**src/rtl/core/jfbe_pkg.sv**
```systemverilog
package jfbe_pkg;

    localparam int HISTORY_DEPTH = 4;

    localparam int AXIS_W   = 11;
    localparam int DIFF_W   = AXIS_W + 1;
    localparam int SQ_W     = 22;          // 2047^2 fits in 22 bits
    localparam int RAD_W    = 24;          // sum of two squares, padded to even
    localparam int ROOT_W   = RAD_W / 2;
    localparam int REM_W    = ROOT_W + 1;
    localparam int SQ_STEPS = ROOT_W;
    localparam int SQ_CNT_W = $clog2(SQ_STEPS + 1);
    localparam int BTN_W    = 5;
    localparam int REG_W    = 10;
    localparam int DIR_W    = 3;
    localparam int SPEED_W  = 12;
    localparam int CFG_IDX_W = 1;

    localparam logic [REG_W-1:0] DEADZONE_RST = REG_W'(200);
    localparam logic [REG_W-1:0] DIR_THR_RST  = REG_W'(707);

    localparam logic [CFG_IDX_W-1:0] REG_DEADZONE = 1'b0;
    localparam logic [CFG_IDX_W-1:0] REG_DIR_THR  = 1'b1;

    typedef enum logic [DIR_W-1:0] {
        DIR_NEUTRAL = 3'd0,
        DIR_RIGHT   = 3'd1,
        DIR_LEFT    = 3'd2,
        DIR_DOWN    = 3'd3,
        DIR_UP      = 3'd4
    } t_dir;

    typedef enum logic [3:0] {
        ST_IDLE,
        ST_WIN,
        ST_SQR,
        ST_SUM,
        ST_START1,
        ST_WAIT1,
        ST_START2,
        ST_WAIT2,
        ST_DONE
    } t_state;

    typedef struct packed {
        logic signed [AXIS_W-1:0] x;
        logic signed [AXIS_W-1:0] y;
    } t_stick;

    typedef struct packed {
        t_stick             left;
        t_stick             right;
        logic [BTN_W-1:0]   buttons;
        logic               use_old;
    } t_sample;

    typedef struct packed {
        logic [BTN_W-1:0]   pressed_mask;
        logic [BTN_W-1:0]   released_mask;
        logic [DIR_W-1:0]   move_direction;
        logic [DIR_W-1:0]   attack_direction;
        logic [DIR_W-1:0]   push_direction;
        logic [DIR_W-1:0]   flick_direction;
        logic               hard_push;
        logic [SPEED_W-1:0] flick_speed;
    } t_result;

    typedef struct packed {
        logic cap;        // latch incoming request
        logic win;        // form step differences
        logic sqr;        // square the differences
        logic sum;        // add squares per step
        logic sq_start;   // launch root unit
        logic sq_sel;     // 0: newer step, 1: older step
        logic d1_load;    // keep first root
        logic fin;        // commit result and history
    } t_cmd;

    typedef struct packed {
        logic sq_busy;
        logic out_hold;
    } t_sts;

    // five-way direction, x tested before y
    function automatic t_dir dir_of(t_stick s, logic [REG_W-1:0] thr);
        logic signed [DIFF_W-1:0] t;
        logic signed [DIFF_W-1:0] xe;
        logic signed [DIFF_W-1:0] ye;
        t_dir d;
        t  = $signed({2'b00, thr});
        xe = $signed({s.x[AXIS_W-1], s.x});
        ye = $signed({s.y[AXIS_W-1], s.y});
        if (xe > t) begin
            d = DIR_RIGHT;
        end else if (xe < -t) begin
            d = DIR_LEFT;
        end else if (ye > t) begin
            d = DIR_DOWN;
        end else if (ye < -t) begin
            d = DIR_UP;
        end else begin
            d = DIR_NEUTRAL;
        end
        return d;
    endfunction

endpackage

```
**src/rtl/core/jfbe_in_if.sv**
```systemverilog
interface jfbe_in_if;
    logic                                   valid;
    logic                                   ready;
    logic signed [jfbe_pkg::AXIS_W-1:0]     left_x;
    logic signed [jfbe_pkg::AXIS_W-1:0]     left_y;
    logic signed [jfbe_pkg::AXIS_W-1:0]     right_x;
    logic signed [jfbe_pkg::AXIS_W-1:0]     right_y;
    logic [jfbe_pkg::BTN_W-1:0]             buttons;
    logic                                   use_old;

    modport source (
        output valid, left_x, left_y, right_x, right_y, buttons, use_old,
        input  ready
    );
    modport sink (
        input  valid, left_x, left_y, right_x, right_y, buttons, use_old,
        output ready
    );
endinterface

```
**src/rtl/core/jfbe_out_if.sv**
```systemverilog
interface jfbe_out_if;
    logic                               valid;
    logic                               ready;
    logic [jfbe_pkg::BTN_W-1:0]         pressed_mask;
    logic [jfbe_pkg::BTN_W-1:0]         released_mask;
    logic [jfbe_pkg::DIR_W-1:0]         move_direction;
    logic [jfbe_pkg::DIR_W-1:0]         attack_direction;
    logic [jfbe_pkg::DIR_W-1:0]         push_direction;
    logic [jfbe_pkg::DIR_W-1:0]         flick_direction;
    logic                               hard_push;
    logic [jfbe_pkg::SPEED_W-1:0]       flick_speed;

    modport source (
        output valid, pressed_mask, released_mask, move_direction, attack_direction,
               push_direction, flick_direction, hard_push, flick_speed,
        input  ready
    );
    modport sink (
        input  valid, pressed_mask, released_mask, move_direction, attack_direction,
               push_direction, flick_direction, hard_push, flick_speed,
        output ready
    );
endinterface

```
**src/rtl/core/jfbe_isqrt.sv**
```systemverilog
module jfbe_isqrt (
    input  logic                          i_clk,
    input  logic                          i_rst_n,
    input  logic                          i_start,
    input  logic [jfbe_pkg::RAD_W-1:0]    i_radicand,
    output logic                          o_busy,
    output logic [jfbe_pkg::ROOT_W-1:0]   o_root
);

    localparam int RW = jfbe_pkg::REM_W;
    localparam int QW = jfbe_pkg::ROOT_W;

    logic                            r_busy, n_busy;
    logic [jfbe_pkg::SQ_CNT_W-1:0]   r_cnt, n_cnt;
    logic [jfbe_pkg::RAD_W-1:0]      r_rad, n_rad;
    logic [RW-1:0]                   r_rem, n_rem;
    logic [QW-1:0]                   r_root, n_root;

    logic [RW+1:0] rem_sh;
    logic [RW+1:0] trial;

    // two radicand bits per cycle, restoring
    always_comb begin
        rem_sh = {r_rem, r_rad[jfbe_pkg::RAD_W-1 -: 2]};
        trial  = (RW+2)'({r_root, 2'b01});
        n_busy = r_busy;
        n_cnt  = r_cnt;
        n_rad  = r_rad;
        n_rem  = r_rem;
        n_root = r_root;
        if (i_start) begin
            n_busy = 1'b1;
            n_cnt  = jfbe_pkg::SQ_CNT_W'(jfbe_pkg::SQ_STEPS);
            n_rad  = i_radicand;
            n_rem  = '0;
            n_root = '0;
        end else if (r_busy) begin
            n_rad = {r_rad[jfbe_pkg::RAD_W-3:0], 2'b00};
            if (rem_sh >= trial) begin
                n_rem  = RW'(rem_sh - trial);
                n_root = {r_root[QW-2:0], 1'b1};
            end else begin
                n_rem  = RW'(rem_sh);
                n_root = {r_root[QW-2:0], 1'b0};
            end
            n_cnt = r_cnt - 1'b1;
            if (r_cnt == jfbe_pkg::SQ_CNT_W'(1)) begin
                n_busy = 1'b0;
            end
        end
    end

    always_ff @(posedge i_clk) begin
        if (!i_rst_n) begin
            r_busy <= 1'b0;
            r_cnt  <= '0;
        end else begin
            r_busy <= n_busy;
            r_cnt  <= n_cnt;
        end
        r_rad  <= n_rad;
        r_rem  <= n_rem;
        r_root <= n_root;
    end

    assign o_busy = r_busy;
    assign o_root = r_root;

endmodule

```
**src/rtl/core/jfbe_ctrl.sv**
```systemverilog
module jfbe_ctrl (
    input  logic           i_clk,
    input  logic           i_rst_n,
    input  logic           i_in_valid,
    output logic           o_in_ready,
    input  jfbe_pkg::t_sts i_sts,
    output jfbe_pkg::t_cmd o_cmd
);

    jfbe_pkg::t_state r_state, n_state;

    always_comb begin
        n_state = r_state;
        case (r_state)
            jfbe_pkg::ST_IDLE: begin
                if (i_in_valid) n_state = jfbe_pkg::ST_WIN;
            end
            jfbe_pkg::ST_WIN:    n_state = jfbe_pkg::ST_SQR;
            jfbe_pkg::ST_SQR:    n_state = jfbe_pkg::ST_SUM;
            jfbe_pkg::ST_SUM:    n_state = jfbe_pkg::ST_START1;
            jfbe_pkg::ST_START1: n_state = jfbe_pkg::ST_WAIT1;
            jfbe_pkg::ST_WAIT1: begin
                if (!i_sts.sq_busy) n_state = jfbe_pkg::ST_START2;
            end
            jfbe_pkg::ST_START2: n_state = jfbe_pkg::ST_WAIT2;
            jfbe_pkg::ST_WAIT2: begin
                if (!i_sts.sq_busy) n_state = jfbe_pkg::ST_DONE;
            end
            jfbe_pkg::ST_DONE: begin
                if (!i_sts.out_hold) n_state = jfbe_pkg::ST_IDLE;
            end
            default: n_state = jfbe_pkg::ST_IDLE;
        endcase
    end

    always_comb begin
        o_cmd      = '0;
        o_in_ready = 1'b0;
        case (r_state)
            jfbe_pkg::ST_IDLE: begin
                o_in_ready = 1'b1;
                o_cmd.cap  = i_in_valid;
            end
            jfbe_pkg::ST_WIN:    o_cmd.win = 1'b1;
            jfbe_pkg::ST_SQR:    o_cmd.sqr = 1'b1;
            jfbe_pkg::ST_SUM:    o_cmd.sum = 1'b1;
            jfbe_pkg::ST_START1: o_cmd.sq_start = 1'b1;
            jfbe_pkg::ST_WAIT1:  o_cmd.d1_load = !i_sts.sq_busy;
            jfbe_pkg::ST_START2: begin
                o_cmd.sq_start = 1'b1;
                o_cmd.sq_sel   = 1'b1;
            end
            jfbe_pkg::ST_WAIT2:  o_cmd.sq_sel = 1'b1;
            jfbe_pkg::ST_DONE:   o_cmd.fin = !i_sts.out_hold;
            default: begin
                o_cmd      = '0;
                o_in_ready = 1'b0;
            end
        endcase
    end

    always_ff @(posedge i_clk) begin
        if (!i_rst_n) begin
            r_state <= jfbe_pkg::ST_IDLE;
        end else begin
            r_state <= n_state;
        end
    end

endmodule

```
**src/rtl/core/jfbe_dp.sv**
```systemverilog
module jfbe_dp #(
    parameter int HISTORY_DEPTH = jfbe_pkg::HISTORY_DEPTH
) (
    input  logic                              i_clk,
    input  logic                              i_rst_n,
    input  logic                              i_cfg_we,
    input  logic [jfbe_pkg::CFG_IDX_W-1:0]    i_cfg_idx,
    input  logic [jfbe_pkg::REG_W-1:0]        i_cfg_data,
    input  jfbe_pkg::t_sample                 i_sample,
    input  jfbe_pkg::t_cmd                    i_cmd,
    output jfbe_pkg::t_sts                    o_sts,
    input  logic                              i_out_ready,
    output logic                              o_out_valid,
    output jfbe_pkg::t_result                 o_res
);

    localparam int HIST_LEN = HISTORY_DEPTH - 1;
    localparam int DW = jfbe_pkg::DIFF_W;

    logic [jfbe_pkg::REG_W-1:0]     r_deadzone;
    logic [jfbe_pkg::REG_W-1:0]     r_dir_thr;
    jfbe_pkg::t_stick               r_hist [HIST_LEN];
    logic [jfbe_pkg::BTN_W-1:0]     r_last_btn;
    jfbe_pkg::t_sample              r_cur;
    logic signed [DW-1:0]           r_diff [4];
    logic [jfbe_pkg::SQ_W-1:0]      r_sq [4];
    logic [jfbe_pkg::SQ_W:0]        r_s1, r_s2;
    logic [jfbe_pkg::ROOT_W-1:0]    r_d1;
    logic                           r_out_vld;
    jfbe_pkg::t_result              r_res;

    logic                           use_sel;
    jfbe_pkg::t_stick               nj, o0, o1;
    logic signed [DW-1:0]           diff [4];
    logic signed [2*DW-1:0]         prod [4];
    logic [jfbe_pkg::RAD_W-1:0]     radicand;
    logic                           sq_busy;
    logic [jfbe_pkg::ROOT_W-1:0]    root;
    jfbe_pkg::t_dir                 mdir, fdir, rdir, hdir;
    logic signed [DW-1:0]           dz, o0x, o0y;
    logic                           hard;
    logic [jfbe_pkg::ROOT_W:0]      speed_sum;
    jfbe_pkg::t_result              res;

    // fallback window when the stick sat still
    always_comb begin
        use_sel = r_cur.use_old && (r_cur.left == r_hist[0]);
        nj = use_sel ? r_hist[0] : r_cur.left;
        o0 = use_sel ? r_hist[1] : r_hist[0];
        o1 = use_sel ? r_hist[2] : r_hist[1];
        diff[0] = $signed({nj.x[jfbe_pkg::AXIS_W-1], nj.x})
                - $signed({o0.x[jfbe_pkg::AXIS_W-1], o0.x});
        diff[1] = $signed({nj.y[jfbe_pkg::AXIS_W-1], nj.y})
                - $signed({o0.y[jfbe_pkg::AXIS_W-1], o0.y});
        diff[2] = $signed({o0.x[jfbe_pkg::AXIS_W-1], o0.x})
                - $signed({o1.x[jfbe_pkg::AXIS_W-1], o1.x});
        diff[3] = $signed({o0.y[jfbe_pkg::AXIS_W-1], o0.y})
                - $signed({o1.y[jfbe_pkg::AXIS_W-1], o1.y});
        for (int k = 0; k < 4; k++) begin
            prod[k] = r_diff[k] * r_diff[k];
        end
    end

    assign radicand = i_cmd.sq_sel ? jfbe_pkg::RAD_W'(r_s2) : jfbe_pkg::RAD_W'(r_s1);

    jfbe_isqrt u_isqrt (
        .i_clk      (i_clk),
        .i_rst_n    (i_rst_n),
        .i_start    (i_cmd.sq_start),
        .i_radicand (radicand),
        .o_busy     (sq_busy),
        .o_root     (root)
    );

    always_comb begin
        mdir = jfbe_pkg::dir_of(r_cur.left, r_dir_thr);
        rdir = jfbe_pkg::dir_of(r_cur.right, r_dir_thr);
        fdir = jfbe_pkg::dir_of(nj, r_dir_thr);
        hdir = jfbe_pkg::dir_of(r_hist[0], r_dir_thr);
        dz   = $signed({2'b00, r_deadzone});
        o0x  = $signed({o0.x[jfbe_pkg::AXIS_W-1], o0.x});
        o0y  = $signed({o0.y[jfbe_pkg::AXIS_W-1], o0.y});
        case (fdir)
            jfbe_pkg::DIR_RIGHT: hard = (o0x < dz);
            jfbe_pkg::DIR_LEFT:  hard = (o0x > -dz);
            jfbe_pkg::DIR_DOWN:  hard = (o0y < dz);
            jfbe_pkg::DIR_UP:    hard = (o0y > -dz);
            default:             hard = 1'b0;
        endcase
        speed_sum = {1'b0, r_d1} + {1'b0, root};

        res.pressed_mask     = r_cur.buttons & ~r_last_btn;
        res.released_mask    = ~r_cur.buttons & r_last_btn;
        res.move_direction   = mdir;
        res.attack_direction = rdir;
        res.push_direction   = (hdir == jfbe_pkg::DIR_NEUTRAL) ? mdir : jfbe_pkg::DIR_NEUTRAL;
        res.flick_direction  = fdir;
        res.hard_push        = hard;
        res.flick_speed      = speed_sum[jfbe_pkg::ROOT_W:1];
    end

    always_ff @(posedge i_clk) begin
        if (!i_rst_n) begin
            r_deadzone <= jfbe_pkg::DEADZONE_RST;
            r_dir_thr  <= jfbe_pkg::DIR_THR_RST;
            r_last_btn <= '0;
            r_out_vld  <= 1'b0;
            for (int k = 0; k < HIST_LEN; k++) begin
                r_hist[k] <= '0;
            end
        end else begin
            if (i_cfg_we) begin
                case (i_cfg_idx)
                    jfbe_pkg::REG_DEADZONE: r_deadzone <= i_cfg_data;
                    jfbe_pkg::REG_DIR_THR:  r_dir_thr  <= i_cfg_data;
                    default: ;
                endcase
            end
            if (i_cmd.fin) begin
                r_out_vld  <= 1'b1;
                r_last_btn <= r_cur.buttons;
                for (int k = HIST_LEN - 1; k > 0; k--) begin
                    r_hist[k] <= r_hist[k-1];
                end
                r_hist[0] <= r_cur.left;
            end else if (i_out_ready) begin
                r_out_vld <= 1'b0;
            end
        end
        if (i_cmd.cap) r_cur <= i_sample;
        if (i_cmd.win) begin
            for (int k = 0; k < 4; k++) r_diff[k] <= diff[k];
        end
        if (i_cmd.sqr) begin
            for (int k = 0; k < 4; k++) r_sq[k] <= jfbe_pkg::SQ_W'(prod[k]);
        end
        if (i_cmd.sum) begin
            r_s1 <= {1'b0, r_sq[0]} + {1'b0, r_sq[1]};
            r_s2 <= {1'b0, r_sq[2]} + {1'b0, r_sq[3]};
        end
        if (i_cmd.d1_load) r_d1 <= root;
        if (i_cmd.fin) r_res <= res;
    end

    assign o_sts.sq_busy  = sq_busy;
    assign o_sts.out_hold = r_out_vld && !i_out_ready;
    assign o_out_valid    = r_out_vld;
    assign o_res          = r_res;

endmodule

```
**src/rtl/core/joystick_flick_and_button_edge.sv**
```systemverilog
// channel | dir | handshake       | payload
// i_in    | in  | valid / ready   | left_x, left_y, right_x, right_y, buttons, use_old
// o_out   | out | valid / ready   | masks, four directions, hard_push, flick_speed
// i_cfg   | in  | i_cfg_we        | i_cfg_idx, i_cfg_data (no read-back)
//
// A request runs through capture, step differences, squares and sums, then two
// passes of the shared bit-pair square root unit.
// The root unit is the only long path and sets the per-request time.
// i_rst_n is synchronous: history, last buttons and control clear, registers reload.
// A stalled result sits in the output register; the next request is taken while it
// waits and parks in the final state until the register frees up.
module joystick_flick_and_button_edge #(
    parameter int HISTORY_DEPTH = jfbe_pkg::HISTORY_DEPTH
) (
    input  logic                              i_clk,
    input  logic                              i_rst_n,
    jfbe_in_if.sink                           i_in,
    jfbe_out_if.source                        o_out,
    input  logic                              i_cfg_we,
    input  logic [jfbe_pkg::CFG_IDX_W-1:0]    i_cfg_idx,
    input  logic [jfbe_pkg::REG_W-1:0]        i_cfg_data
);

    jfbe_pkg::t_cmd    cmd;
    jfbe_pkg::t_sts    sts;
    jfbe_pkg::t_sample sample;
    jfbe_pkg::t_result res;
    logic              in_ready;
    logic              out_valid;

    // flatten the request into the datapath sample record
    assign sample.left.x  = i_in.left_x;
    assign sample.left.y  = i_in.left_y;
    assign sample.right.x = i_in.right_x;
    assign sample.right.y = i_in.right_y;
    assign sample.buttons = i_in.buttons;
    assign sample.use_old = i_in.use_old;

    jfbe_ctrl u_ctrl (
        .i_clk      (i_clk),
        .i_rst_n    (i_rst_n),
        .i_in_valid (i_in.valid),
        .o_in_ready (in_ready),
        .i_sts      (sts),
        .o_cmd      (cmd)
    );

    jfbe_dp #(
        .HISTORY_DEPTH (HISTORY_DEPTH)
    ) u_dp (
        .i_clk       (i_clk),
        .i_rst_n     (i_rst_n),
        .i_cfg_we    (i_cfg_we),
        .i_cfg_idx   (i_cfg_idx),
        .i_cfg_data  (i_cfg_data),
        .i_sample    (sample),
        .i_cmd       (cmd),
        .o_sts       (sts),
        .i_out_ready (o_out.ready),
        .o_out_valid (out_valid),
        .o_res       (res)
    );

    assign i_in.ready             = in_ready;
    assign o_out.valid            = out_valid;
    assign o_out.pressed_mask     = res.pressed_mask;
    assign o_out.released_mask    = res.released_mask;
    assign o_out.move_direction   = res.move_direction;
    assign o_out.attack_direction = res.attack_direction;
    assign o_out.push_direction   = res.push_direction;
    assign o_out.flick_direction  = res.flick_direction;
    assign o_out.hard_push        = res.hard_push;
    assign o_out.flick_speed      = res.flick_speed;

    // a taken request closes the input until its result is committed
    a_one_in_flight: assert property (@(posedge i_clk) disable iff (!i_rst_n)
        (i_in.valid && in_ready) |=> !in_ready)
        else $error("input reopened while a request is in flight");

    // commit only after the root unit has finished both passes
    a_fin_after_root: assert property (@(posedge i_clk) disable iff (!i_rst_n)
        cmd.fin |-> !sts.sq_busy)
        else $error("result committed while root unit busy");

    // a commit always shows up at the output on the next edge
    a_fin_to_valid: assert property (@(posedge i_clk) disable iff (!i_rst_n)
        cmd.fin |=> out_valid)
        else $error("committed result not presented");

    // capture never overlaps a running root pass
    a_cap_idle_root: assert property (@(posedge i_clk) disable iff (!i_rst_n)
        cmd.cap |-> !sts.sq_busy)
        else $error("request captured while root unit busy");

endmodule

```
**src/flat_wrapper.sv**
```systemverilog
// flat-port wrapper written by rule: the top's interface ports become plain ports
module joystick_flick_and_button_edge_flat 
#(
    parameter int HISTORY_DEPTH = jfbe_pkg::HISTORY_DEPTH
)
  (i_clk, i_rst_n, i_cfg_we, i_cfg_idx, i_cfg_data, i_in_valid, i_in_left_x, i_in_left_y, i_in_right_x, i_in_right_y, i_in_buttons, i_in_use_old, i_in_ready, o_out_valid, o_out_pressed_mask, o_out_released_mask, o_out_move_direction, o_out_attack_direction, o_out_push_direction, o_out_flick_direction, o_out_hard_push, o_out_flick_speed, o_out_ready);
  jfbe_in_if i_in_i ();
  jfbe_out_if o_out_i ();
  input  logic i_clk;
  input  logic i_rst_n;
  input  logic i_cfg_we;
  input  logic [jfbe_pkg::CFG_IDX_W-1:0] i_cfg_idx;
  input  logic [jfbe_pkg::REG_W-1:0] i_cfg_data;
  input wire logic [$bits(i_in_i.valid)-1:0] i_in_valid;
  input wire logic [$bits(i_in_i.left_x)-1:0] i_in_left_x;
  input wire logic [$bits(i_in_i.left_y)-1:0] i_in_left_y;
  input wire logic [$bits(i_in_i.right_x)-1:0] i_in_right_x;
  input wire logic [$bits(i_in_i.right_y)-1:0] i_in_right_y;
  input wire logic [$bits(i_in_i.buttons)-1:0] i_in_buttons;
  input wire logic [$bits(i_in_i.use_old)-1:0] i_in_use_old;
  output wire logic [$bits(i_in_i.ready)-1:0] i_in_ready;
  output wire logic [$bits(o_out_i.valid)-1:0] o_out_valid;
  output wire logic [$bits(o_out_i.pressed_mask)-1:0] o_out_pressed_mask;
  output wire logic [$bits(o_out_i.released_mask)-1:0] o_out_released_mask;
  output wire logic [$bits(o_out_i.move_direction)-1:0] o_out_move_direction;
  output wire logic [$bits(o_out_i.attack_direction)-1:0] o_out_attack_direction;
  output wire logic [$bits(o_out_i.push_direction)-1:0] o_out_push_direction;
  output wire logic [$bits(o_out_i.flick_direction)-1:0] o_out_flick_direction;
  output wire logic [$bits(o_out_i.hard_push)-1:0] o_out_hard_push;
  output wire logic [$bits(o_out_i.flick_speed)-1:0] o_out_flick_speed;
  input wire logic [$bits(o_out_i.ready)-1:0] o_out_ready;
  assign i_in_i.valid = i_in_valid;
  assign i_in_i.left_x = i_in_left_x;
  assign i_in_i.left_y = i_in_left_y;
  assign i_in_i.right_x = i_in_right_x;
  assign i_in_i.right_y = i_in_right_y;
  assign i_in_i.buttons = i_in_buttons;
  assign i_in_i.use_old = i_in_use_old;
  assign i_in_ready = i_in_i.ready;
  assign o_out_valid = o_out_i.valid;
  assign o_out_pressed_mask = o_out_i.pressed_mask;
  assign o_out_released_mask = o_out_i.released_mask;
  assign o_out_move_direction = o_out_i.move_direction;
  assign o_out_attack_direction = o_out_i.attack_direction;
  assign o_out_push_direction = o_out_i.push_direction;
  assign o_out_flick_direction = o_out_i.flick_direction;
  assign o_out_hard_push = o_out_i.hard_push;
  assign o_out_flick_speed = o_out_i.flick_speed;
  assign o_out_i.ready = o_out_ready;
  joystick_flick_and_button_edge #(.HISTORY_DEPTH(HISTORY_DEPTH)) u_core (.i_clk(i_clk), .i_rst_n(i_rst_n), .i_in(i_in_i), .o_out(o_out_i), .i_cfg_we(i_cfg_we), .i_cfg_idx(i_cfg_idx), .i_cfg_data(i_cfg_data));
endmodule
```
**config.mk**
```make
export PLATFORM = sky130hd
export DESIGN_NAME = joystick_flick_and_button_edge_flat
export DESIGN_NICKNAME = d
export VERILOG_FILES = /design/src/rtl/core/jfbe_pkg.sv /design/src/rtl/core/jfbe_in_if.sv /design/src/rtl/core/jfbe_out_if.sv /design/src/rtl/core/jfbe_isqrt.sv /design/src/rtl/core/jfbe_ctrl.sv /design/src/rtl/core/jfbe_dp.sv /design/src/rtl/core/joystick_flick_and_button_edge.sv /design/src/flat_wrapper.sv
export SDC_FILE = /design/constraint.sdc
export NUM_CORES = 2
export LEC_CHECK = 0
export ABC_AREA = 1
export ABC_CLOCK_PERIOD_IN_PS = 20700
export BUFFER_PORTS_ARGS = -buffer_cell sky130_fd_sc_hd__buf_2
export CELL_PAD_IN_SITES_DETAIL_PLACEMENT = 1
export CELL_PAD_IN_SITES_GLOBAL_PLACEMENT = 1
export CORE_ASPECT_RATIO = 1.2
export CORE_MARGIN = 10
export CORE_UTILIZATION = 55
export CTS_CLUSTER_DIAMETER = 40
export DETAILED_ROUTE_END_ITERATION = 8
export PLACE_DENSITY_LB_ADDON = 0.1
export SYNTH_ARGS = -nofsm -noshare
export SYNTH_HDL_FRONTEND = slang
export SYNTH_SLANG_ARGS = --single-unit
```
**constraint.sdc**
```tcl
create_clock -name i_clk -period 20.7 [get_ports i_clk]
set_input_delay 4.14 -clock i_clk [delete_from_list [all_inputs] [get_ports i_clk]]
set_output_delay 4.14 -clock i_clk [all_outputs]
set_load 0.02 [all_outputs]
```
==> results.tsv <==
stage	metric	value	unit
setup_path	r2r-start	u_core.u_dp.r_diff[1][11]	
die	initial_core_util	55.36	%
cells_and_area	diodes	0	
outcome	outcome	finished, final reports clean	
clock_tree	htree_levels	3	
logic_synthesis	synth_top_cell_by_area	edfxtp_1	
sta	rsz0062_at_grt	false	
logic_synthesis	async_flop_share	0	%
hold_path	min_path_type	flop to flop	
setup_path	crit_arrival	1.73	ns
cells_and_area	layout-drive-gt1-share	6.660	%
logic_synthesis	muxShareOfSynthArea	0.5911	%
drt	wl_met1	46820	um
die	die_x	279.5	um
sta	min_period	5.874	ns
sta	setup_viol	0	
die	rows	114	
cells_and_area	fillers	9363	
drt	wl_per_cell	20.07	um
clock_tree	post_cts_buffers	0	
logic_synthesis	synth_warnings	0	
logic_synthesis	synth_simple_gate_area_share	13.36	%
cells_and_area	areaGrowthSynthToFinish	9.249	%
grt	antenna_found_initial	1	
setup_path	cp_max_fo	30	
setup_path	start_kind	flop	
clock_tree	cts_hold_buffers	0	
logic_synthesis	synthDominantCellAreaShare	24.66	%
hold_path	hold_start	u_core.u_dp.u_isqrt.r_rem[12]	
drt	ant_nets	0	
clock_tree	clk_transition_reported_paths	0.05	ns
sta	final_hold_viol_count	0	
clock_tree	cts_resized	0	
grt	grt_pass1_vias	38330	
logic_synthesis	avgSynthCellArea	8.896	um^2
sta	clock_skew	0.03412	ns
setup_path	cp-startpoint	u_core.u_ctrl.r_state[1]	
logic_synthesis	synthAdderAreaFrac	35.68	%
clock_tree	insertion_delay	0.65	ns
drt	wl	124300	um
sta	finalCritPeriodShare	28.38	%
logic_synthesis	postSynthCellCount	4997	
job	maxCapViolations	0	
sta	slew_viol_final	0	
logic_synthesis	synth_ff_type	edfxtp_1	
logic_synthesis	synth-edff-count	365	
clock_tree	cts_tree	yes	
logic_synthesis	netlist_area	44450	um^2
logic_synthesis	ys_ff_latch	425	
drt	drt_iter0_markers	1772	
placement	gp_congestion	0.8850	
placement	place_hpwl	98000	um
setup_path	worstPathRequired	16.56	ns
logic_synthesis	ys_seq_area_share	27.36	%
drt	vias_per_cell	5.524	
logic_synthesis	synth_area_leaders	edfxtp_1 25%, fa_1 21%, ha_1 15%	
sta	tightest_slew	1.017	ns
setup_path	crit_end	i_in_ready	
setup_path	ff2ff_path_depth	18	
die	pin_count	103	
grt	grt.total_usage	27.08	%
drt	detailroute.wirelength.met3	4264	um
die	die_h	331.4	um
cells_and_area	finalNetCount	6148	
clock_tree	cts-root-buf	clkbuf_16	
clock_tree	cts_buffers	74	
drt	top_layer	met5	
drt	drc	0	
clock_tree	clkSinkCount	425	
logic_synthesis	syn_nets	6054	
placement	portBuffers	102	
clock_tree	clockBufferDepth	3	
logic_synthesis	synth_top_family_by_area	adder cells	
setup_path	r2r_slack	14.97	ns
grt	grt_max_degree	72	
logic_synthesis	synth_xor_area_share	4.157	%
setup_path	crit_type	flop to output pin	
setup_path	endpoint_kind	output pin	
setup_path	r2r-end	u_core.u_dp.r_sq[1][18]	
grt	grt_overflow	0	
drt	wl_met2	67250	um
grt	grt_pass1_wl	199800	um
die	coreArea	80300	um^2
sta	relSlewSlack	32.23	%
die	fp.dieArea	92640	um^2
drt	num_vias	34220	
logic_synthesis	ys_types	53	
sta	max_freq	170.2	MHz
drt	first_pass_iters	7	
sta	finalSetupTns	0	ns
logic_synthesis	synth_compound_area_share	7.822	%
==> synthesized netlist by cell type (5+ instances only) <==
library cell / count
mux2_4: 16
a21boi_0: 5
a211oi_1: 10
o2111ai_1: 8
o21a_1: 14
nor4_1: 7
o21ai_0: 143
nor3_1: 37
nand4_1: 44
dfxtp_1: 60
nand2_1: 856
inv_2: 28
a31oi_1: 18
ha_1: 530
xnor2_1: 75
nor2_1: 313
edfxtp_1: 365
fa_1: 461
xor2_1: 136
o22ai_1: 5
a22oi_1: 12
or2_2: 22
buf_6: 5
a21o_1: 28
o21ai_1: 20
a21oi_1: 283
nand3b_1: 6
a2bb2oi_1: 21
nand3_1: 149
o211ai_1: 13
inv_1: 1153
clkbuf_1: 98
o21bai_1: 16
==> routing by layer <==
layer / global-route usage, % / up-vias
met5: 0 / -
met1: 29.48 / 17200
li1: - / 15960
met2: 51.35 / 744
met3: 3.119 / 305
met4: 12.57 / 2
==> worst max-delay path, stage by stage (launching register included) <==
cell,delay [ns]
dfxtp_1,0.30
buf_4,0.23
nor2_1,0.12
inv_1,0.08
nor2_1,0.16
buf_2,0.20
==> layout make-up <==
| type | count | area (um^2) | area share (%) |
|---|---|---|---|
| multi-input combinational | 3277 | 27440 | 56.50 |
| tap | 1044 | 1306 | 2.690 |
| timing repair buffer | 129 | 713.2 | 1.469 |
| clock buffer | 80 | 1937 | 3.988 |
| inverter | 1184 | 4444 | 9.151 |
| sequential | 425 | 12160 | 25.04 |
| clock inverter | 55 | 563.0 | 1.159 |
==> how the worst min path moves through the flow <==
| stage | end | depth (start not counted) |
|---|---|---|
| after floorplan | u_core.u_dp.u_isqrt.r_rem[1] | 2 |
| after detailed placement | u_core.u_dp.u_isqrt.r_rem[12] | 2 |
| after global placement | u_core.u_dp.u_isqrt.r_rem[12] | 2 |
| after global routing | u_core.u_dp.r_last_btn[2] | 2 |
| final | u_core.u_dp.u_isqrt.r_rem[12] | 2 |
| after CTS | u_core.u_dp.u_isqrt.r_rem[12] | 2 |
==> cells by family (layout without fill, tap and decap cells) <==
logic type / count (synthesis) / after routing
DFF: 425 / 425
muxes: 18 / 18
adders and majority gates: 991 / 991
AOI/OAI and AO/OA: 609 / 609
xor gates and xnor gates: 211 / 211
buffers and inverters: 1295 / 1448
and+or+nand+nor: 1448 / 1448
==> registers in the layout (all words and copies together) (netlist names), 4 cells and up <==
name / cells
u_core.u_dp.u_isqrt.r_cnt: 4
u_core.u_dp.r_hist: 66
u_core.u_dp.u_isqrt.o_root: 12
u_core.u_dp.r_d1: 12
u_core.u_ctrl.r_state: 4
u_core.u_dp.o_res: 35
u_core.u_dp.r_diff: 48
u_core.u_dp.r_last_btn: 5
u_core.u_dp.u_isqrt.r_rem: 13
u_core.u_dp.r_dir_thr: 10
u_core.u_dp.r_sq: 84
u_core.u_dp.r_cur: 50
u_core.u_dp.u_isqrt.r_rad: 24
u_core.u_dp.r_s1: 23
u_core.u_dp.r_s2: 23
u_core.u_dp.r_deadzone: 10
==> placed cells by master, fill, tap and decap left out, types with 11 or more instances in the layout <==
cell,n
a21o_1,28
a21oi_1,283
a22oi_1,12
a2bb2oi_1,21
a31oi_1,18
buf_2,102
buf_4,27
clkbuf_16,76
clkinvlp_4,11
dfxtp_1,60
edfxtp_1,365
fa_1,461
ha_1,530
inv_1,1153
inv_2,28
inv_6,15
mux2_4,16
nand2_1,855
nand3_1,149
nand4_1,44
nor2_1,309
nor3_1,35
o211ai_1,13
o21a_1,14
o21ai_0,143
o21ai_1,19
o21bai_1,16
or2_2,22
xnor2_1,75
xor2_1,136
==> per-stage QoR <==
| step | setup slack (ns) | cells | instance area, um^2 | utilization [%] | hold WS [ns] |
|---|---|---|---|---|---|
| 6_report | 14.83 | 6194 | 48570 | 60.48 | 0.4815 |
| 5_1_grt | 14.62 | 6194 | 48570 | 60.48 | 0.5321 |
| 4_1_cts | 14.78 | 6194 | 48570 | 60.48 | 0.4852 |
| 3_5_place_dp | 14.47 | 6059 | 46070 | 57.36 | 0.4727 |
| 3_3_place_gp | 14.54 | 6059 | 46070 | 57.36 | 0.4664 |
| 2_1_floorplan | 12.88 | 4997 | 44450 | - | 0.4442 |
Power is left out: the tool's default activity adds up to more than one toggle a clock period on the data nets, which glitch-free logic cannot reach.
